## config.mk

```make
export PLATFORM = sky130hd
export DESIGN_NAME = cc_ctrl
export DESIGN_NICKNAME = d
export VERILOG_FILES = /design/src/hw/rtl/cc_pkg.sv /design/src/hw/rtl/cc_ctrl.sv
export SDC_FILE = /design/constraint.sdc
export NUM_CORES = 1
export LEC_CHECK = 0
export BUFFER_PORTS_ARGS = -buffer_cell sky130_fd_sc_hd__buf_2
export CAP_MARGIN = 20
export CELL_PAD_IN_SITES_DETAIL_PLACEMENT = 0
export CELL_PAD_IN_SITES_GLOBAL_PLACEMENT = 2
export CORE_AREA = 2 2 39 41
export DETAILED_ROUTE_END_ITERATION = 8
export DIE_AREA = 0 0 41 43
export PLACE_DENSITY = 0.72
export SYNTH_ARGS = -nofsm -noshare
export SYNTH_HDL_FRONTEND = slang
export SYNTH_SLANG_ARGS = --single-unit
```

## constraint.sdc

```tcl
create_clock -name clk -period 3.2 [get_ports clk]
set_input_delay 0.48 -clock clk [delete_from_list [all_inputs] [get_ports clk]]
set_output_delay 0.48 -clock clk [all_outputs]
set_load 0.01 [all_outputs]
```

## src/hw/rtl/cc_pkg.sv

```systemverilog
package cc_pkg;

	localparam int MAX_VERTICES_DEF = 65536;
	localparam int COUNT_BITS_DEF   = 32;
	localparam int FRAC_BITS_DEF    = 16;

	localparam int VTX_BITS   = 16;
	localparam int LABEL_BITS = 16;
	localparam int OUT_BITS   = 48;
	localparam int VOL_BITS   = 32;
	localparam int STAT_BITS  = 2;

	localparam logic OP_LOAD = 1'b0;
	localparam logic OP_EDGE = 1'b1;

	typedef logic [STAT_BITS-1:0] cc_status_t;
	localparam cc_status_t CC_OK       = 2'd0;
	localparam cc_status_t CC_NO_CUT   = 2'd1;
	localparam cc_status_t CC_ZERO_DEN = 2'd2;
	localparam cc_status_t CC_SAT      = 2'd3;

	typedef enum logic [1:0] {
		S_RUN,
		S_START,
		S_DIV,
		S_HOLD
	} cc_state_t;

	// controller to datapath
	typedef struct packed {
		logic label_we;
		logic edge_rd;
		logic count_en;
		logic div_start;
		logic out_load;
	} cc_cmd_t;

	// datapath to controller
	typedef struct packed {
		logic div_done;
	} cc_stat_t;

endpackage

```

## src/hw/rtl/cc_ctrl.sv

```systemverilog
module cc_ctrl (
	input  logic              clk,
	input  logic              arst_n,
	input  logic              in_valid,
	output logic              in_ready,
	input  logic              opcode,
	input  logic              last,
	output logic              out_valid,
	input  logic              out_ready,
	output cc_pkg::cc_cmd_t   cmd,
	input  cc_pkg::cc_stat_t  stat
);

	import cc_pkg::*;

	cc_state_t state_q;
	cc_state_t state_d;
	logic      edge_s1;
	logic      last_s1;
	logic      out_valid_q;
	logic      accept;

	always_ff @(posedge clk or negedge arst_n) begin
		if (!arst_n) begin
			state_q     <= S_RUN;
			edge_s1     <= 1'b0;
			last_s1     <= 1'b0;
			out_valid_q <= 1'b0;
		end else begin
			state_q <= state_d;
			edge_s1 <= cmd.edge_rd;
			last_s1 <= cmd.edge_rd && last;
			if (cmd.out_load) begin
				out_valid_q <= 1'b1;
			end else if (out_ready) begin
				out_valid_q <= 1'b0;
			end
		end
	end

	always_comb begin
		state_d = state_q;
		cmd     = '0;
		// a last edge in flight holds off new transactions until the result is out
		in_ready = (state_q == S_RUN) && !(edge_s1 && last_s1);
		accept   = in_valid && in_ready;
		cmd.label_we = accept && (opcode == OP_LOAD);
		cmd.edge_rd  = accept && (opcode == OP_EDGE);
		cmd.count_en = edge_s1;
		unique case (state_q)
			S_RUN: begin
				if (edge_s1 && last_s1) begin
					state_d = S_START;
				end
			end
			S_START: begin
				cmd.div_start = 1'b1;
				state_d       = S_DIV;
			end
			S_DIV: begin
				if (stat.div_done) begin
					state_d = S_HOLD;
				end
			end
			S_HOLD: begin
				if (!out_valid_q || out_ready) begin
					cmd.out_load = 1'b1;
					state_d      = S_RUN;
				end
			end
			default: begin
				state_d = S_RUN;
			end
		endcase
	end

	assign out_valid = out_valid_q;

endmodule

```

==> metrics.md, run 1 <==
| Metric | Value |
|---|---|
| Outcome | `finished, final reports clean` |
| CP startpoint kind | `flip-flop` |
| Diode count | `0` |
| Fin. Hold Viols | `0` |
| # DRC | `0` |
| Largest net degree at the start of global routing | `6` |
| Synth Area in Adders | `19.3%` |
| Avg Inst Size Synth | `11.6 sq um` |
| Die area | `1760 sq um` |
| Tightest Pin Transition | `265 ps` |
| Period utilisation layout | `61.5%` |
| Hold WS | `39.2 ps` |
| WP data arrival | `1490 ps` |
| Vias in the first global route | `205` |
| Root Driver | `clkbuf_4` |
| Main combinational cell family by area after synthesis | `adder cells` |
| Cell row count | `14` |
| Maxcap violations | `0` |
| Tot GR Track Use | `8.36%` |
| Simple-gate share of the synthesized area | `18.1%` |
| Critical Path RT | `2720 ps` |
| Post-CTS Resized | `0` |
| Synthesized area | `324 sq um` |
| Core footprint | `1380 sq um` |
| Cell variety after synth | `17` |
| Sw power | `141 uW` |
| Num CTS Buffers | `3` |
| TritonCTS clock tree | `built` |
| Clock share of power | `19.7%` |
| Sinks on Clock Net | `5` |
| Hold crit path type | `input pin to asynchronous set/reset pin` |
| Top fanout value on the critical path | `5` |
| Sequential cell area fraction in the yosys report | `38.6%` |
| Routed vias/inst | `3.95` |
| FF-to-FF End | `state_q[1]` |
| Unrepaired setup endpoints after global routing | `false` |
| Avg WL per Cell | `9.17 microns` |
| Ys async rst share | `100%` |
| Setup-failing EPs final | `0` |
| Worst setup path category | `flip-flop to primary output` |
| Total number of vias | `237` |
| HPWL after DPL | `482 microns` |
| Fin area | `428 sq um` |
| Synth Instances | `28` |
| Peak VDD IR | `0.309 mV` |
| GRT overflow | `0` |
| Max Transition Viols Final | `0` |
| Initial Util | `23.4%` |
| Largest cells by area after synthesis | `dfrtp_1 39%, ha_1 19%, a21boi_4 5.8%` |
| Clock transition at the registers of the reported paths | `40 ps` |
| Top cell type's share of synthesized area | `38.6%` |
| Worst setup endpoint | `cmd[3]` |
| R2R Setup Slk | `1660 ps` |
| Synthesis Warnings | `0` |
| Initial antenna violation count | `0` |
| Sequential power share | `28.3%` |
| Share of cells above drive strength 1 | `45.5%` |
| R2R cell count | `5` |
| Cts hold-fix bufs | `0` |
| Xor/xnor share of the synthesized area | `0%` |
| Comb power frac | `52.0%` |
| DP Area | `402 sq um` |
| Sw frac | `37.3%` |
| Power density over the cells | `882 nW/um^2` |
| Final Wtd Congestion | `0.700` |
| Post-synth EDFFs | `0` |
| Leak Pwr | `0.237 nW` |
| Number of top-level pins | `14` |
| Crit end category | `primary output` |
| Post-synthesis mux area share | `3.47%` |
| Worst slew margin | `82.3%` |
| Worst-skew pair later-pin latency | `250 ps` |
| P_int | `237 uW` |
| Area grow syn2layout | `32.0%` |
| Port buffer count | `13` |
| Die outline width | `41 microns` |
| Number of synthesized register bits | `5` |
| Synth top cells by count | `5 x dfrtp_1, 5 x ha_1, 2 x and2_1, 2 x inv_1, 2 x nor2_1` |
| DR pass1 iterations | `1` |
| Peak Freq | `0.508 GHz` |
| Compound-cell area share of the yosys netlist | `14.7%` |
| First-pass GRT wire length | `897 microns` |
| Die height | `43 microns` |
| Clk buf depth | `2` |
| # Post-CTS Setup Buffers | `0` |
| DR iter-0 viols | `0` |
| Overall routed net length | `550 microns` |
| Reg-to-Reg Start | `state_q[0]` |
| Detail Route Antenna Nets | `0` |
| H-tree depth | `1` |
| Ys flop type | `dfrtp_1` |
| Final TNS setup | `0 ps` |
| Synth area leader | `dfrtp_1` |
| Crit path time final | `1970 ps` |
| Post-Syn Nets | `40` |
| Start point of the critical path | `state_q[0]` |
| Clk_skew | `3.70 ps` |
| NumNets Final | `57` |
## flip-flops by register name, summed over array words and instances (netlist names)
signal and flops:
state_q 2, out_valid 1, edge_s1 1, last_s1 1
## power by group through the flow
stage	clock, mW	sequential [mW]	combinational [mW]
6_report	0.0742	0.107	0.196
5_1_grt	0.0832	0.111	0.227
4_1_cts	0.0777	0.107	0.202
3_5_place_dp	0	0.109	0.200
3_3_place_gp	0	0.108	0.203
2_1_floorplan	0	0.108	0.146
## critical path: stages (launching register included)
cell      delay [ps]
dfrtp_1          400
inv_1            120
ha_1             150
a21boi_4         220
and3_1           210
buf_2            140
## per-layer routing
layer  track usage [%]  routed length [microns]  vias up
met3              6.28                       58        2
met4              6.00                       22        0
met2              9.38                      233        9
met5                 0                        0        -
met1              10.4                      235      103
li1                  -                        -      123
## metrics by stage
step / cells / util, % / power [mW] / worst slack, ps
2_1_floorplan: 28 / - / 0.254 / 1610
3_3_place_gp: 56 / 29.0 / 0.310 / 1490
3_5_place_dp: 56 / 29.0 / 0.309 / 1460
4_1_cts: 60 / 30.9 / 0.387 / 1200
5_1_grt: 60 / 30.9 / 0.422 / 1090
6_report: 60 / 30.9 / 0.378 / 1230
## cell usage in the layout, fill, tap and decap left out
cell | netlist | final
a21boi_4 | 1 | 1
ha_1 | 5 | 5
inv_1 | 2 | 2
and2_1 | 2 | 2
nand2b_1 | 1 | 1
or2b_2 | 1 | 1
a21oi_1 | 1 | 1
a221oi_2 | 1 | 1
nand2_1 | 1 | 1
nor2b_4 | 1 | 1
buf_2 | 0 | 13
a2bb2oi_1 | 1 | 1
dfrtp_1 | 5 | 5
mux2_1 | 1 | 1
and3_1 | 1 | 1
clkbuf_4 | 0 | 3
clkinv_1 | 1 | 1
nor2_1 | 2 | 2
clkbuf_1 | 0 | 1
## layout make-up
class                   count  area (sq um)
fillers                   155           956
repair buffers             13          65.1
well taps                  16          20.0
multi-input cells          19           180
clock buffers               4          26.3
flip-flops and latches      5           125
inverters                   3          11.3
## worst min path at each step
stage,slack [ps],to,start
floorplan,180,edge_s1,arst_n
global placement,300,last_s1,arst_n
detailed placement,300,edge_s1,arst_n
CTS,40,out_valid,arst_n
global route,40,out_valid,arst_n
finish,40,state_q[0],arst_n
## cells by family (layout without fill, tap and decap cells)
family,count (synthesis),count (layout)
adders and majority gates,5,5
muxes,1,1
buffers and inverters,4,20
AOI/OAI and AO/OA,4,4
DFF,5,5
and+or+nand+nor,9,9
Note: power is estimated with default switching activity, not from simulation.
==> run 2: changes to the inputs <==
--- a/config.mk
+++ b/config.mk
@@ -9,10 +9,10 @@
 export CAP_MARGIN = 20
 export CELL_PAD_IN_SITES_DETAIL_PLACEMENT = 0
 export CELL_PAD_IN_SITES_GLOBAL_PLACEMENT = 2
-export CORE_AREA = 2 2 39 41
+export CORE_MARGIN = 2
+export CORE_UTILIZATION = 25
 export DETAILED_ROUTE_END_ITERATION = 8
-export DIE_AREA = 0 0 41 43
-export PLACE_DENSITY = 0.72
+export PLACE_DENSITY = 0.74
 export SYNTH_ARGS = -nofsm -noshare
 export SYNTH_HDL_FRONTEND = slang
 export SYNTH_SLANG_ARGS = --single-unit
==> constraint.sdc (replaced) <==
create_clock -name clk -period 1.9 [get_ports clk]
set_input_delay 0.285 -clock clk [delete_from_list [all_inputs] [get_ports clk]]
set_output_delay 0.285 -clock clk [all_outputs]
set_load 0.01 [all_outputs]
==> run 2 against run 1 <==
Against the previous run: critical path depth unchanged; sequential share of layout area shrank 0.50 points; via count grew 5.9%; global-route usage up 3.2 points; first-iteration DRC count is 5 higher; hold slack better by 210 ps; clock power increased by 71%; wire length rose by 20%.
==> metrics.md, run 2 (synthesized netlist as in run 1, its figures left out) <==
| Metric | Value |
|---|---|
| Comb power frac | `53.1% (was 52.0%)` |
| Worst setup path category | `flip-flop to primary output (unchanged)` |
| Fin area | `435 sq um (was 428 sq um)` |
| Inst Count DP | `54 (was 56)` |
| Detail Route Antenna Nets | `0 (unchanged)` |
| Outcome | `finished, final reports clean (unchanged)` |
| HPWL after DPL | `550 microns (was 482 microns)` |
| Setup WS post-layout | `109 ps (was 1230 ps)` |
| Num CTS Buffers | `3 (unchanged)` |
| Max reg flops | `2 (unchanged)` |
| Initial Util | `28.0% (was 23.4%)` |
| Peak Freq | `0.558 GHz` |
| Final TNS setup | `0 ps (unchanged)` |
| Avg WL per Cell | `11.2 microns (was 9.17 microns)` |
| Reg-to-Reg Start | `state_q[0] (unchanged)` |
| Sinks on Clock Net | `5 (unchanged)` |
| Peak VDD IR | `0.410 mV (was 0.309 mV)` |
| Slowest stage delay, CP | `420 ps (was 400 ps)` |
| Overall routed net length | `658 microns (was 550 microns)` |
| Tightest Pin Transition | `261 ps (was 265 ps)` |
| NumNets Final | `58 (was 57)` |
| WP data arrival | `1510 ps (was 1490 ps)` |
| Port buffer count | `13 (unchanged)` |
| Core footprint | `1160 sq um (was 1380 sq um)` |
| Sw power | `258 uW (was 141 uW)` |
| Share of cells above drive strength 1 | `44.4% (was 45.5%)` |
| Worst-skew pair later-pin latency | `250 ps (about the same)` |
| DP Area | `399 sq um (was 402 sq um)` |
| GRT overflow | `0 (unchanged)` |
| Die outline width | `40.0 microns (was 41 microns)` |
| Maxcap violations | `0 (unchanged)` |
| Clk_skew | `5.90 ps (was 3.70 ps)` |
| Crit end category | `primary output (unchanged)` |
| Sw frac | `38.9% (was 37.3%)` |
| Number of top-level pins | `14 (unchanged)` |
| Buf/Inv on CP | `2 (unchanged)` |
| P_int | `406 uW (was 237 uW)` |
| H-tree depth | `1 (unchanged)` |
| Min-delay src | `last` |
| Flip-flop and latch area | `125 sq um (unchanged)` |
| Area grow syn2layout | `34.4% (was 32.0%)` |
| Cell row count | `12 (was 14)` |
| Hold crit path type | `input pin to flip-flop (was input pin to asynchronous set/reset pin)` |
| Clk buf depth | `2 (unchanged)` |
| Die height | `40.0 microns (was 43 microns)` |
| Largest net degree at the start of global routing | `6 (unchanged)` |
| Power density over the cells | `1520 nW/um^2 (was 882 nW/um^2)` |
| Multi-input logic area | `180 sq um (unchanged)` |
| Final std cells w/o fill | `59 (was 60)` |
| Crit path cell chain | `inv_1 > ha_1 > a21boi_4 > and3_1 > buf_2 (unchanged)` |
| DR pass1 iterations | `4 (was 1)` |
| Period utilisation layout | `94.3%` |
| Top fanout value on the critical path | `5 (unchanged)` |
| Worst slew margin | `82.6% (was 82.3%)` |
| Unrepaired setup endpoints after global routing | `false (unchanged)` |
| Leak Pwr | `0.241 nW (was 0.237 nW)` |
| TritonCTS clock tree | `built (unchanged)` |
| Clock share of power | `19.2% (was 19.7%)` |
| Root Driver | `clkbuf_4 (unchanged)` |
| Hold WS | `247 ps (was 39.2 ps)` |
| Most frequent cells in the layout | `13 x buf_2, 5 x ha_1, 5 x dfrtp_1, 3 x clkbuf_4 (unchanged)` |
| Max Transition Viols Final | `0 (unchanged)` |
| Start point of the critical path | `state_q[1] (was state_q[0])` |
| Sequential power share | `27.8% (was 28.3%)` |
| Routed vias/inst | `4.25 (was 3.95)` |
| Crit path time final | `1790 ps` |
| Number of fill cells | `118 (was 155)` |
| Slowest cell on the critical path | `dfrtp_1 (unchanged)` |
| Final Wtd Congestion | `0.683 (was 0.700)` |
| Clock transition at the registers of the reported paths | `50 ps (was 40 ps)` |
| Die area | `1600 sq um (was 1760 sq um)` |
| Initial antenna violation count | `0 (unchanged)` |
| Setup-failing EPs final | `0 (unchanged)` |
| CP startpoint kind | `flip-flop (unchanged)` |
| Post-CTS Resized | `0 (unchanged)` |
| Fin. Hold Viols | `0 (unchanged)` |
| Delay-heaviest family, CP | `flip-flops (unchanged)` |
| DR iter-0 viols | `5 (was 0)` |
| Diode count | `0 (unchanged)` |
| Setup WS pre-CTS | `340 ps (was 1460 ps)` |
| Vias in the first global route | `283 (was 205)` |
| Commonest non-fill, non-tap cell in the layout | `buf_2 (unchanged)` |
| Total number of vias | `251 (was 237)` |
| Critical Path RT | `1620 ps (was 2720 ps)` |
| First-pass GRT wire length | `1.08 mm (was 897 microns)` |
| Biggest register | `state_q (unchanged)` |
| Tot GR Track Use | `11.5% (was 8.36%)` |
| # DRC | `0 (unchanged)` |
run 2: changes by cell type in the layout (fill, tap and decap cells not counted):
| cell | change |
|---|---|
| dlygate4sd3_1 | +1 |
run 2: final timing paths:
path                               to  slack, ps  cells past startpoint
max                            cmd[3]        110                      5
min                           last_s1        250                      2
max reg2reg                state_q[1]        330                      5
min reg2reg                state_q[1]        600                      1
max in group asynchronous     edge_s1       1380                      2
min in group asynchronous  state_q[0]        380                      2
run 2: cell type report:
cell class | count | area share, %
Tap cell | 14 | 4.02
Clock buffer | 4 | 6.03
Timing Repair Buffer | 14 | 17.2
Inverter | 3 | 2.59
Multi-Input combinational cell | 19 | 41.4
Sequential cell | 5 | 28.7
run 2: routing by layer:
layer  GRT usage (%)  vias to the layer above  wire (microns)
met1            8.90                      114             230
li1                -                      124               -
met5               0                        -               0
met4            10.3                        0               0
met3            5.00                        0              74
met2            21.0                       13             353
run 2: through the flow:
| step | power (mW) | utilization, % |
|---|---|---|
| floorplan | 0.428 | - |
| global placement | 0.514 | 34.5 |
| detailed placement | 0.539 | 34.5 |
| CTS | 0.670 | 37.7 |
| global route | 0.723 | 37.7 |
| finish | 0.664 | 37.7 |
run 2: worst reg2reg max path: stages (launching register included):
cell      delay, ps
dfrtp_1         390
inv_1           100
ha_1            200
a21boi_4        150
a221oi_2        230
mux2_1          360
run 2: power groups by stage:
stage               sequential, mW  combinational, mW  clock (mW)
floorplan                    0.182              0.246           0
global placement             0.180              0.334           0
detailed placement           0.185              0.354           0
CTS                          0.183              0.357       0.130
global route                 0.188              0.398       0.137
finish                       0.184              0.352       0.127
run 2: timing repair:
item | CTS | global route
hold buffers | 1 | 0
hold endpoints to repair | 5 | 0
setup buffers | 0 | 0
==> run 3: changes to the inputs <==
--- a/config.mk
+++ b/config.mk
@@ -5,14 +5,15 @@
 export SDC_FILE = /design/constraint.sdc
 export NUM_CORES = 1
 export LEC_CHECK = 0
+export ABC_AREA = 1
 export BUFFER_PORTS_ARGS = -buffer_cell sky130_fd_sc_hd__buf_2
 export CAP_MARGIN = 20
 export CELL_PAD_IN_SITES_DETAIL_PLACEMENT = 0
 export CELL_PAD_IN_SITES_GLOBAL_PLACEMENT = 2
 export CORE_MARGIN = 2
-export CORE_UTILIZATION = 25
+export CORE_UTILIZATION = 23
 export DETAILED_ROUTE_END_ITERATION = 8
-export PLACE_DENSITY = 0.74
+export PLACE_DENSITY = 0.75
 export SYNTH_ARGS = -nofsm -noshare
 export SYNTH_HDL_FRONTEND = slang
 export SYNTH_SLANG_ARGS = --single-unit
==> run 3 against run 2 <==
Against the previous run: critical path depth increased by 2; worst setup slack improved by 150 ps; register-to-register slack improved by 430 ps; largest cell class unchanged; non-clock buffer count unchanged; critical endpoint unchanged; highest routed layer is now met4.
==> metrics.md, run 3 <==
| Metric | Value |
|---|---|
| Outcome | `finished, final reports clean (unchanged)` |
| Crit end category | `primary output (unchanged)` |
| Tightest Pin Transition | `145 ps (was 261 ps)` |
| Cts hold-fix bufs | `1 (unchanged)` |
| Power density over the cells | `1380 nW/um^2 (was 1520 nW/um^2)` |
| WP data arrival | `1350 ps (was 1510 ps)` |
| Diode count | `0 (unchanged)` |
| Final std cells w/o fill | `72 (was 59)` |
| Die height | `41.8 microns (was 40.0 microns)` |
| Biggest register | `state_q (unchanged)` |
| Initial antenna violation count | `0 (unchanged)` |
| Overall routed net length | `536 microns (was 658 microns)` |
| Clk buf depth | `2 (unchanged)` |
| Area grow syn2layout | `34.2% (was 34.4%)` |
| Synth area leader | `dfrtp_1 (unchanged)` |
| Avg WL per Cell | `7.44 microns (was 11.2 microns)` |
| Cell variety after synth | `13 (was 17)` |
| Share of cells above drive strength 1 | `36.8% (was 44.4%)` |
| Number of top-level pins | `14 (unchanged)` |
| Final Wtd Congestion | `0.704 (was 0.683)` |
| Worst slew margin | `90.3% (was 82.6%)` |
| Worst setup path category | `flip-flop to primary output (unchanged)` |
| Worst setup endpoint | `cmd[3] (unchanged)` |
| Count leader, synth | `nand2_1` |
| Largest cells by area after synthesis | `dfrtp_1 38%, ha_1 19%, nand2_1 11% (was dfrtp_1 39%, ha_1 19%, a21boi_4 5.8%)` |
| Ys flop type | `dfrtp_1 (unchanged)` |
| Largest net degree at the start of global routing | `6 (unchanged)` |
| Hold crit path type | `input pin to flip-flop (unchanged)` |
| Most frequent cells in the layout | `13 x buf_2, 10 x nand2_1, 9 x inv_1, 5 x ha_1, 5 x dfrtp_1 (was 13 x buf_2, 5 x ha_1, 5 x dfrtp_1, 3 x clkbuf_4)` |
| Unrepaired setup endpoints after global routing | `false (unchanged)` |
| Initial Util | `25.0% (was 28.0%)` |
| CP startpoint kind | `flip-flop (unchanged)` |
| Detail Route Antenna Nets | `0 (unchanged)` |
| Synthesis Warnings | `0 (unchanged)` |
| Core footprint | `1320 sq um (was 1160 sq um)` |
| R2R Setup Slk | `760 ps (was 330 ps)` |
| Clock transition at the registers of the reported paths | `40 ps (was 50 ps)` |
| Peak Freq | `0.610 GHz (was 0.558 GHz)` |
| Start point of the critical path | `state_q[0] (was state_q[1])` |
| Die area | `1750 sq um (was 1600 sq um)` |
| Synthesized area | `329 sq um (was 324 sq um)` |
| H-tree depth | `1 (unchanged)` |
| Top cell type's share of synthesized area | `38.0% (was 38.6%)` |
| Post-synth EDFFs | `0 (unchanged)` |
| Peak VDD IR | `0.380 mV (was 0.410 mV)` |
| First-pass GRT wire length | `959 microns (was 1.08 mm)` |
| Worst-skew pair later-pin latency | `240 ps (was 250 ps)` |
| Maxcap violations | `0 (unchanged)` |
| Commonest non-fill, non-tap cell in the layout | `buf_2 (unchanged)` |
| Fin. Hold Viols | `0 (unchanged)` |
| Synth top cells by count | `10 x nand2_1, 9 x inv_1, 5 x dfrtp_1, 5 x ha_1 (was 5 x dfrtp_1, 5 x ha_1, 2 x and2_1, 2 x inv_1, 2 x nor2_1)` |
| Period utilisation layout | `86.3% (was 94.3%)` |
| Total number of vias | `273 (was 251)` |
| Top fanout value on the critical path | `4 (was 5)` |
| Finished Core Util | `33.5% (was 37.7%)` |
| Max reg flops | `2 (unchanged)` |
| R2R cell count | `6 (was 5)` |
| Crit path time final | `1640 ps (was 1790 ps)` |
| Vias in the first global route | `259 (was 283)` |
| Ys async rst share | `100% (unchanged)` |
| Inst Count DP | `67 (was 54)` |
| Reg-to-Reg Start | `state_q[0] (unchanged)` |
| Root Driver | `clkbuf_4 (unchanged)` |
| TritonCTS clock tree | `built (unchanged)` |
| # Post-CTS Setup Buffers | `0 (unchanged)` |
| Critical Path RT | `1620 ps (about the same)` |
| Leak Pwr | `0.274 nW (was 0.241 nW)` |
| GRT overflow | `0 (unchanged)` |
| HPWL after DPL | `454 microns (was 550 microns)` |
| DR iter-0 viols | `1 (was 5)` |
| Cell row count | `13 (was 12)` |
| DR pass1 iterations | `2 (was 4)` |
| Setup WS post-layout | `260 ps (was 109 ps)` |
| Number of synthesized register bits | `5 (unchanged)` |
| Final Power | `608 uW (was 664 uW)` |
| Routed vias/inst | `3.79 (was 4.25)` |
| Sinks on Clock Net | `5 (unchanged)` |
| Die outline width | `41.8 microns (was 40.0 microns)` |
| FF-to-FF End | `state_q[1] (unchanged)` |
| Avg Inst Size Synth | `8.23 sq um (was 11.6 sq um)` |
| Synth Instances | `40 (was 28)` |
| Setup WS pre-CTS | `499 ps (was 340 ps)` |
| # DRC | `0 (unchanged)` |
| Port buffer count | `13 (unchanged)` |
| Max Transition Viols Final | `0 (unchanged)` |
| Sequential cell area fraction in the yosys report | `38.0% (was 38.6%)` |
| Clk_skew | `4.59 ps (was 5.90 ps)` |
| Worst Hold Path Cells | `3 (was 2)` |
| Post-CTS Resized | `0 (unchanged)` |
| Post-Syn Nets | `52 (was 40)` |
| Setup-failing EPs final | `0 (unchanged)` |
| Final TNS setup | `0 ps (unchanged)` |
| Tot GR Track Use | `7.30% (was 11.5%)` |
| Num CTS Buffers | `3 (unchanged)` |
| NumNets Final | `70 (was 58)` |
run 3: cell types whose count changed after synthesis, sizes merged, moves of 2 or more:
cell	previous run	this run
and2	2	0
inv	2	10
nand3	0	3
nand4	0	2
nand2	1	11
run 3: worst min path at each step:
| stage | to | from | slack [ps] |
|---|---|---|---|
| after CTS | last_s1 | last | 270 |
| after global routing | last_s1 | last | 280 |
| final | last_s1 | last | 270 |
| after detailed placement | out_valid | arst_n | 100 |
| after global placement | out_valid | arst_n | 100 |
| after floorplan | edge_s1 | arst_n | -10 |
run 3: cell families (layout without fill, tap and decap cells):
group,Yosys count,count (layout),synth area share (%)
buf+inv,11,28,13.7
flops,5,5,38.0
compound gates,1,1,1.52
simple gates,18,18,27.8
fa+ha+maj,5,5,19.0
run 3: critical path, cell delays in order, from the launching register on:
cell     delay, ps
dfrtp_1        410
inv_1          110
ha_1           170
nand2_2         80
inv_2           80
nand3_2         70
inv_1           70
buf_2          120
run 3: per-stage QoR:
stage,hold slack (ps),instance area (sq um)
after floorplan,-10.6,329
final,268,442
after global routing,277,442
after CTS,267,442
after detailed placement,100,405
after global placement,103,405
run 3: where the power goes:
group / switching (mW) / leakage (nW) / total (mW) / internal, mW
logic: 0.179 / 0.195 / 0.306 / 0.127
registers: 0.0364 / 0.0644 / 0.182 / 0.145
clock network: 0.0413 / 0.0150 / 0.121 / 0.0792
run 3: final cells by class:
class	count	area (sq um)
fill	148	876
multi-input combinational	24	159
sequential	5	125
timing repair buffer	14	75.1
inverter	10	37.5
clock buffer	4	26.3
tap	15	18.8
run 3: per-layer routing:
metal	part of all wire, %	track usage [%]	vias to the layer above
met3	8.2	1.30	2
met5	0	0	-
met1	49	9.07	107
met2	40	10.9	13
met4	3.2	5.81	0
li1	-	-	151
